===== src/hw/rtl/bcc_pkg.sv =====
// ----------------------------------------------------------------------------
// bcc_pkg
// Shared widths, register codes and pipeline tag types of the corridor block
// test.
// ----------------------------------------------------------------------------
package bcc_pkg;

    localparam int CFG_W   = 31;   // configuration register width
    localparam int POS_W   = 32;   // Q16.16 coordinate width
    localparam int AXIS_W  = 16;   // Q2.14 axis and direction width
    localparam int DIFF_W  = 33;   // difference of two coordinates
    localparam int RAD_W   = 64;   // square root radicand
    localparam int ROOT_W  = 32;   // square root result
    localparam int DIST_W  = 33;   // 3D distance after the range fit doubling
    localparam int CPROD_W = 48;   // axis times extent
    localparam int CRN_W   = 49;   // corner offset, Q.30
    localparam int PROJ_W  = 65;   // corner times direction, Q.44
    localparam int SUM_W   = 66;   // side / forward projection, Q.44
    localparam int LIM_W   = 64;   // limit and half width, Q.44
    localparam int QUO_W   = 16;   // quotient bits of the direction divider
    localparam int DREM_W  = 48;   // divider remainder
    localparam int CORNERS = 4;

    localparam logic [QUO_W-1:0] UNIT_Q14 = 16'd16384;
    localparam logic [LIM_W-1:0] ONE_Q16  = 64'd131072;

    typedef enum logic [2:0] {
        REG_FRONT  = 3'd0,
        REG_BACK   = 3'd1,
        REG_LEFT   = 3'd2,
        REG_RIGHT  = 3'd3,
        REG_VWIDTH = 3'd4,
        REG_LOOK   = 3'd5
    } cfg_reg_t;

    typedef logic signed [CRN_W-1:0] crn_t;

    // Carried alongside the square roots
    typedef struct packed {
        crn_t [CORNERS-1:0]  cx;
        crn_t [CORNERS-1:0]  cz;
        logic                sgn_x;
        logic                sgn_z;
        logic [ROOT_W-1:0]   mag_x;
        logic [ROOT_W-1:0]   mag_z;
        logic                dshift;
    } sq_tag_t;

    // Carried alongside the direction divider
    typedef struct packed {
        crn_t [CORNERS-1:0]  cx;
        crn_t [CORNERS-1:0]  cz;
        logic                sgn_x;
        logic                sgn_z;
        logic [DIST_W-1:0]   dist_q16;
        logic                zero;
    } dv_tag_t;

    // Halve toward zero when the range fit asks for it, keep 32 bits
    function automatic logic [POS_W-1:0] fit_half(input logic signed [DIFF_W-1:0] v,
                                                  input logic halve);
        logic signed [DIFF_W-1:0] t;
        begin
            t = v[DIFF_W-1] ? (v + 33'sd1) : v;
            fit_half = halve ? t[DIFF_W-1:1] : v[POS_W-1:0];
        end
    endfunction

    function automatic logic fits32(input logic signed [DIFF_W-1:0] v);
        fits32 = (v[DIFF_W-1] == v[DIFF_W-2]);
    endfunction

endpackage


===== src/hw/rtl/bcc_div.sv =====
// ----------------------------------------------------------------------------
// bcc_div
// Pipelined restoring divider: two magnitudes scaled by 2^14 over one shared
// divisor, one quotient bit per stage, with an overflow flag per quotient.
// ----------------------------------------------------------------------------
module bcc_div
    import bcc_pkg::*;
#(
    parameter int TAG_W = 1
)
(
    input  logic               clk,
    input  logic               rst_n,
    input  logic               in_valid,
    input  logic [ROOT_W-1:0]  in_num_a,
    input  logic [ROOT_W-1:0]  in_num_b,
    input  logic [ROOT_W-1:0]  in_den,
    input  logic [TAG_W-1:0]   in_tag,
    output logic               out_valid,
    output logic [QUO_W-1:0]   out_q_a,
    output logic [QUO_W-1:0]   out_q_b,
    output logic               out_ovf_a,
    output logic               out_ovf_b,
    output logic [TAG_W-1:0]   out_tag
);

    logic [QUO_W-1:0]  v_reg;
    logic [DREM_W-1:0] rem_a_reg [QUO_W];
    logic [DREM_W-1:0] rem_b_reg [QUO_W];
    logic [QUO_W-1:0]  q_a_reg   [QUO_W];
    logic [QUO_W-1:0]  q_b_reg   [QUO_W];
    logic [QUO_W-1:0]  ovf_a_reg;
    logic [QUO_W-1:0]  ovf_b_reg;
    logic [ROOT_W-1:0] den_reg   [QUO_W];
    logic [TAG_W-1:0]  tag_reg   [QUO_W];

    for (genvar i = 0; i < QUO_W; i++) begin : g_step
        localparam int B = QUO_W - 1 - i;
        logic              v_in, ovf_a_in, ovf_b_in;
        logic [DREM_W-1:0] rem_a_in, rem_b_in, rem_a_next, rem_b_next, dsh;
        logic [QUO_W-1:0]  q_a_in, q_b_in, q_a_next, q_b_next;
        logic [ROOT_W-1:0] den_in;
        logic [TAG_W-1:0]  tag_in;

        if (i == 0) begin : g_first
            assign v_in     = in_valid;
            assign rem_a_in = {2'b00, in_num_a, 14'd0};
            assign rem_b_in = {2'b00, in_num_b, 14'd0};
            assign q_a_in   = '0;
            assign q_b_in   = '0;
            assign ovf_a_in = ({2'b00, in_num_a} >= {in_den, 2'b00});
            assign ovf_b_in = ({2'b00, in_num_b} >= {in_den, 2'b00});
            assign den_in   = in_den;
            assign tag_in   = in_tag;
        end
        else begin : g_next
            assign v_in     = v_reg[i-1];
            assign rem_a_in = rem_a_reg[i-1];
            assign rem_b_in = rem_b_reg[i-1];
            assign q_a_in   = q_a_reg[i-1];
            assign q_b_in   = q_b_reg[i-1];
            assign ovf_a_in = ovf_a_reg[i-1];
            assign ovf_b_in = ovf_b_reg[i-1];
            assign den_in   = den_reg[i-1];
            assign tag_in   = tag_reg[i-1];
        end

        assign dsh = {16'd0, den_in} << B;

        always_comb
        begin
            rem_a_next = rem_a_in;
            rem_b_next = rem_b_in;
            q_a_next   = q_a_in;
            q_b_next   = q_b_in;
            if (rem_a_in >= dsh)
            begin
                rem_a_next  = rem_a_in - dsh;
                q_a_next[B] = 1'b1;
            end
            if (rem_b_in >= dsh)
            begin
                rem_b_next  = rem_b_in - dsh;
                q_b_next[B] = 1'b1;
            end
        end

        always_ff @(posedge clk or negedge rst_n)
        begin
            if (!rst_n)
                v_reg[i] <= 1'b0;
            else
                v_reg[i] <= v_in;
        end

        always_ff @(posedge clk)
        begin
            rem_a_reg[i] <= rem_a_next;
            rem_b_reg[i] <= rem_b_next;
            q_a_reg[i]   <= q_a_next;
            q_b_reg[i]   <= q_b_next;
            ovf_a_reg[i] <= ovf_a_in;
            ovf_b_reg[i] <= ovf_b_in;
            den_reg[i]   <= den_in;
            tag_reg[i]   <= tag_in;
        end
    end

    assign out_valid = v_reg[QUO_W-1];
    assign out_q_a   = q_a_reg[QUO_W-1];
    assign out_q_b   = q_b_reg[QUO_W-1];
    assign out_ovf_a = ovf_a_reg[QUO_W-1];
    assign out_ovf_b = ovf_b_reg[QUO_W-1];
    assign out_tag   = tag_reg[QUO_W-1];

endmodule


===== config.mk =====
export PLATFORM = sky130hd
export DESIGN_NAME = bcc_div
export DESIGN_NICKNAME = d
export VERILOG_FILES = /design/src/hw/rtl/bcc_pkg.sv /design/src/hw/rtl/bcc_div.sv
export SDC_FILE = /design/constraint.sdc
export NUM_CORES = 2
export LEC_CHECK = 0
export BUFFER_PORTS_ARGS = -buffer_cell sky130_fd_sc_hd__buf_4
export CAP_MARGIN = 20
export CELL_PAD_IN_SITES_DETAIL_PLACEMENT = 0
export CELL_PAD_IN_SITES_GLOBAL_PLACEMENT = 2
export CORE_MARGIN = 1.5
export CORE_UTILIZATION = 30
export DETAILED_ROUTE_END_ITERATION = 10
export PLACE_DENSITY_LB_ADDON = 0.1
export SYNTH_ARGS = -nofsm -noshare
export SYNTH_HDL_FRONTEND = slang
export SYNTH_SLANG_ARGS = --single-unit

===== constraint.sdc =====
create_clock -name clk -period 7.46 [get_ports clk]
set_input_delay 0.746 -clock clk [delete_from_list [all_inputs] [get_ports clk]]
set_output_delay 0.746 -clock clk [all_outputs]
set_load 0.05 [all_outputs]

==> run metrics <==
worst setup path endpoint=rem_b_reg[1][208]; TritonCTS buffer count=243; I/O pins=136; Ys Warns=0; sequential element share of the synthesized area=36.6%; Hold Violations, Final=0; Worst-path clk slew=around 0.06 ns; Final ANT Viol Nets=0; Crit. Startpoint=den_reg[1][97]; sw frac=44.0%; Routed Wire Length=420 mm; Final min period=4.91 ns; area growth from synthesis to layout=14.3%; flop2flop setup slack=2.55 ns; Async SR Flop Fraction=0.793%; # Post-CTS Setup Buffers=0; Max transition margin=21.9%; commonest non-fill, non-tap cell in the layout=dfxtp_1; Seq pwr share=29.7%; port bufs=135; layout net count=14100; dpl ws=2.47 ns; CP Launch Type=flip-flop; FF+latch area=roughly 0.040 sq mm; dominant synthesized flop cell=dfxtp_1; pin count of the biggest net entering global routing=66; RePlAce Congestion=between 0.9 and 1; H-Tree Depth=4; clk sinks=2018; row count=roughly 220; drt pass-1 iters=6; fin crit share=between 60% and 70%; vias=92000; Arr. time, crit path=roughly 5.8 ns; Synth Register Bits=between 2000 and 2500; hold bufs inserted after CTS=77; Comb pwr share=between 40 and 50%; Yosys cell types=107; FF-to-FF End=rem_b_reg[1][208]; setup ws final=approximately 2.5 ns; GRT overflow=0; reg2reg path depth=12; Fillers=37800; cell leakage power=55.1 nW; CTS root buffer=clkbuf_16; # setup viols final=0; initial antenna violation count=17; Initial Utilization=30.2%; Multi-input gate area=0.0657 sq mm; synthesized area per cell=8.67 sq um; share of cells above drive strength 1=between 7 and 8%; Sw Pwr=approximately 27 mW; Slew @ Worst Pin=1.14 ns; required time worst endpoint=8.30 ns; Core Area=0.366 sq mm; worst vdd ir=~0.21 mV; DP HPWL=351 mm; CTS tree=done; Gate Count Post-Synth=12700; most frequent cells in the layout=2002 x dfxtp_1, 1212 x a21oi_1, 1080 x ha_1; first-pass GRT wire length=616 mm; Clk network pwr share=20.9%; Crit. End Element=flip-flop; MaxCap Viol Count=0; DR vias/cell=slightly above 5; DRC Markers=0; GRT Overall Usage=21.9%; Fmax=204 MHz; synth top area cells=dfxtp_1 36%, ha_1 12%, a21oi_1 5.5%, xnor2_1 4.8%, o21ai_0 4.0%; Post-CTS Resized=0; status=complete, no violations; clock buffer depth=4; unrepaired setup endpoints after global routing=false; DRT iter0 DRCs=approximately 6000; Power Density=491 mW/mm^2; Syn Nets=14000; internal power=34.7 mW; critical path class=flip-flop to flip-flop; Synth top area share=around 36%; Clk Latency, worst-skew pair=0.96 ns; vias in the first global route=92400; Die Width=610 microns; RR Startpoint=den_reg[1][97]; CP max FO=60; Worst Hold Class=input pin to flip-flop; Netlist Area Pre-Place=0.110 sq mm; Die ar.=0.372 sq mm; pins over their slew limit=0; Final Core Density=34.5%; Clock Skews=between 0.08 and 0.09 ns; Die Y-Extent=between 600 and 700 microns; Post-synth EDFFs=0; DR WL/cell=23.4 microns; Setup TNS=0 ns; Yosys top cell by area=dfxtp_1
[how the worst min path moves through the flow]
stage,from,to,slack (ns),cells past startpoint
after floorplan,g_step[9].ovf_a_in,g_step[10].ovf_a_in,0.31,0
after global placement,q_b_reg[1][38],q_b_reg[1][54],0.31,0
after detailed placement,q_a_reg[0][30],q_a_reg[0][46],0.31,0
after CTS,in_num_a[29],rem_a_reg[0][43],0.007,3
after global routing,in_num_a[14],rem_a_reg[0][28],0.05,3
final,in_num_a[14],rem_a_reg[0][28],0.09,3
[power groups by stage]
stage	clock [mW]	sequential [mW]	combinational [mW]
3_5_place_dp	0	18.7	30.4
5_1_grt	13.8	18.7	33.8
4_1_cts	13.4	18.5	30.7
2_1_floorplan	0	16.5	21.9
6_report	12.9	18.4	30.6
3_3_place_gp	0	18.8	30.5
[through the flow]
stage	power [mW]	cells	hold WS, ns	area, sq um
floorplan	38.4	12700	0.310	110000
global placement	49.2	17400	0.310	117000
detailed placement	49.1	17400	0.312	117000
global route	66.3	17900	0.0462	126000
finish	61.9	17900	0.0874	126000
CTS	62.5	17900	0.00714	126000
[cells in the mapped netlist (23+ instances only)]
master        n
dfxtp_1    2002
a21oi_1    1213
ha_1       1080
nand2_1    1069
nor2_1      903
o21ai_0     877
inv_1       755
xnor2_1     611
a21o_1      567
xor2_1      459
clkbuf_1    290
nand3_1     253
nand4_1     215
nor3_1      210
nor2b_1     163
mux2_2      148
nand2b_1    145
o21a_1      141
o21bai_1    117
and3_1      113
nor4_1      113
a31oi_1      98
a211oi_1     92
o31ai_1      77
and2_1       73
or3_1        68
o211ai_1     65
buf_2        58
a211o_1      40
or4_1        40
or2_2        33
and4_1       31
fa_1         30
o31a_1       28
a221o_1      27
a2111oi_0    26
o21ai_2      25
nand3b_1     23
nand4b_1     23
[per-layer routing]
layer / track usage, % / wire, microns / vias up
met4: 8.03 / 16900 / 2
met2: 38.8 / 204000 / 1827
met3: 2.25 / 14300 / 551
met5: 0 / 9 / -
met1: 27.4 / 185000 / 44000
li1: - / - / 45600
[critical path, cell delays in order (launching register included)]
cell and delay, ns:
dfxtp_1 0.42, inv_1 0.10, ha_1 0.30, nor2b_1 0.15
o211ai_1 0.22, a21boi_0 0.27, o21ai_0 0.64, nand3_1 0.33
a31oi_1 0.48, o21ai_1 0.33, a31oi_4 0.45, buf_4 0.57
mux2_2 0.41
[cells by family after synthesis]
kind of cell | Yosys count | synth area share (%)
DFF | 2018 | 36.6
adders and majority gates | 1110 | 12.8
and+or+nand+nor | 3534 | 15.4
AOI/OAI and AO/OA | 3716 | 21.1
xor gates and xnor gates | 1070 | 8.48
buffers and inverters | 1143 | 4.01
muxes | 155 | 1.57
[cell type report]
cell class / count / share of cell area, %
sequential: 2018 / 32.1
inverter: 764 / 2.27
multi-input combinational: 9585 / 52.0
antenna: 12 / 0.0238
clock buffer: 308 / 5.39
tap: 4816 / 4.77
timing repair buffer: 284 / 1.85
clock inverter: 148 / 1.58
(Power assumes the default switching activity.)
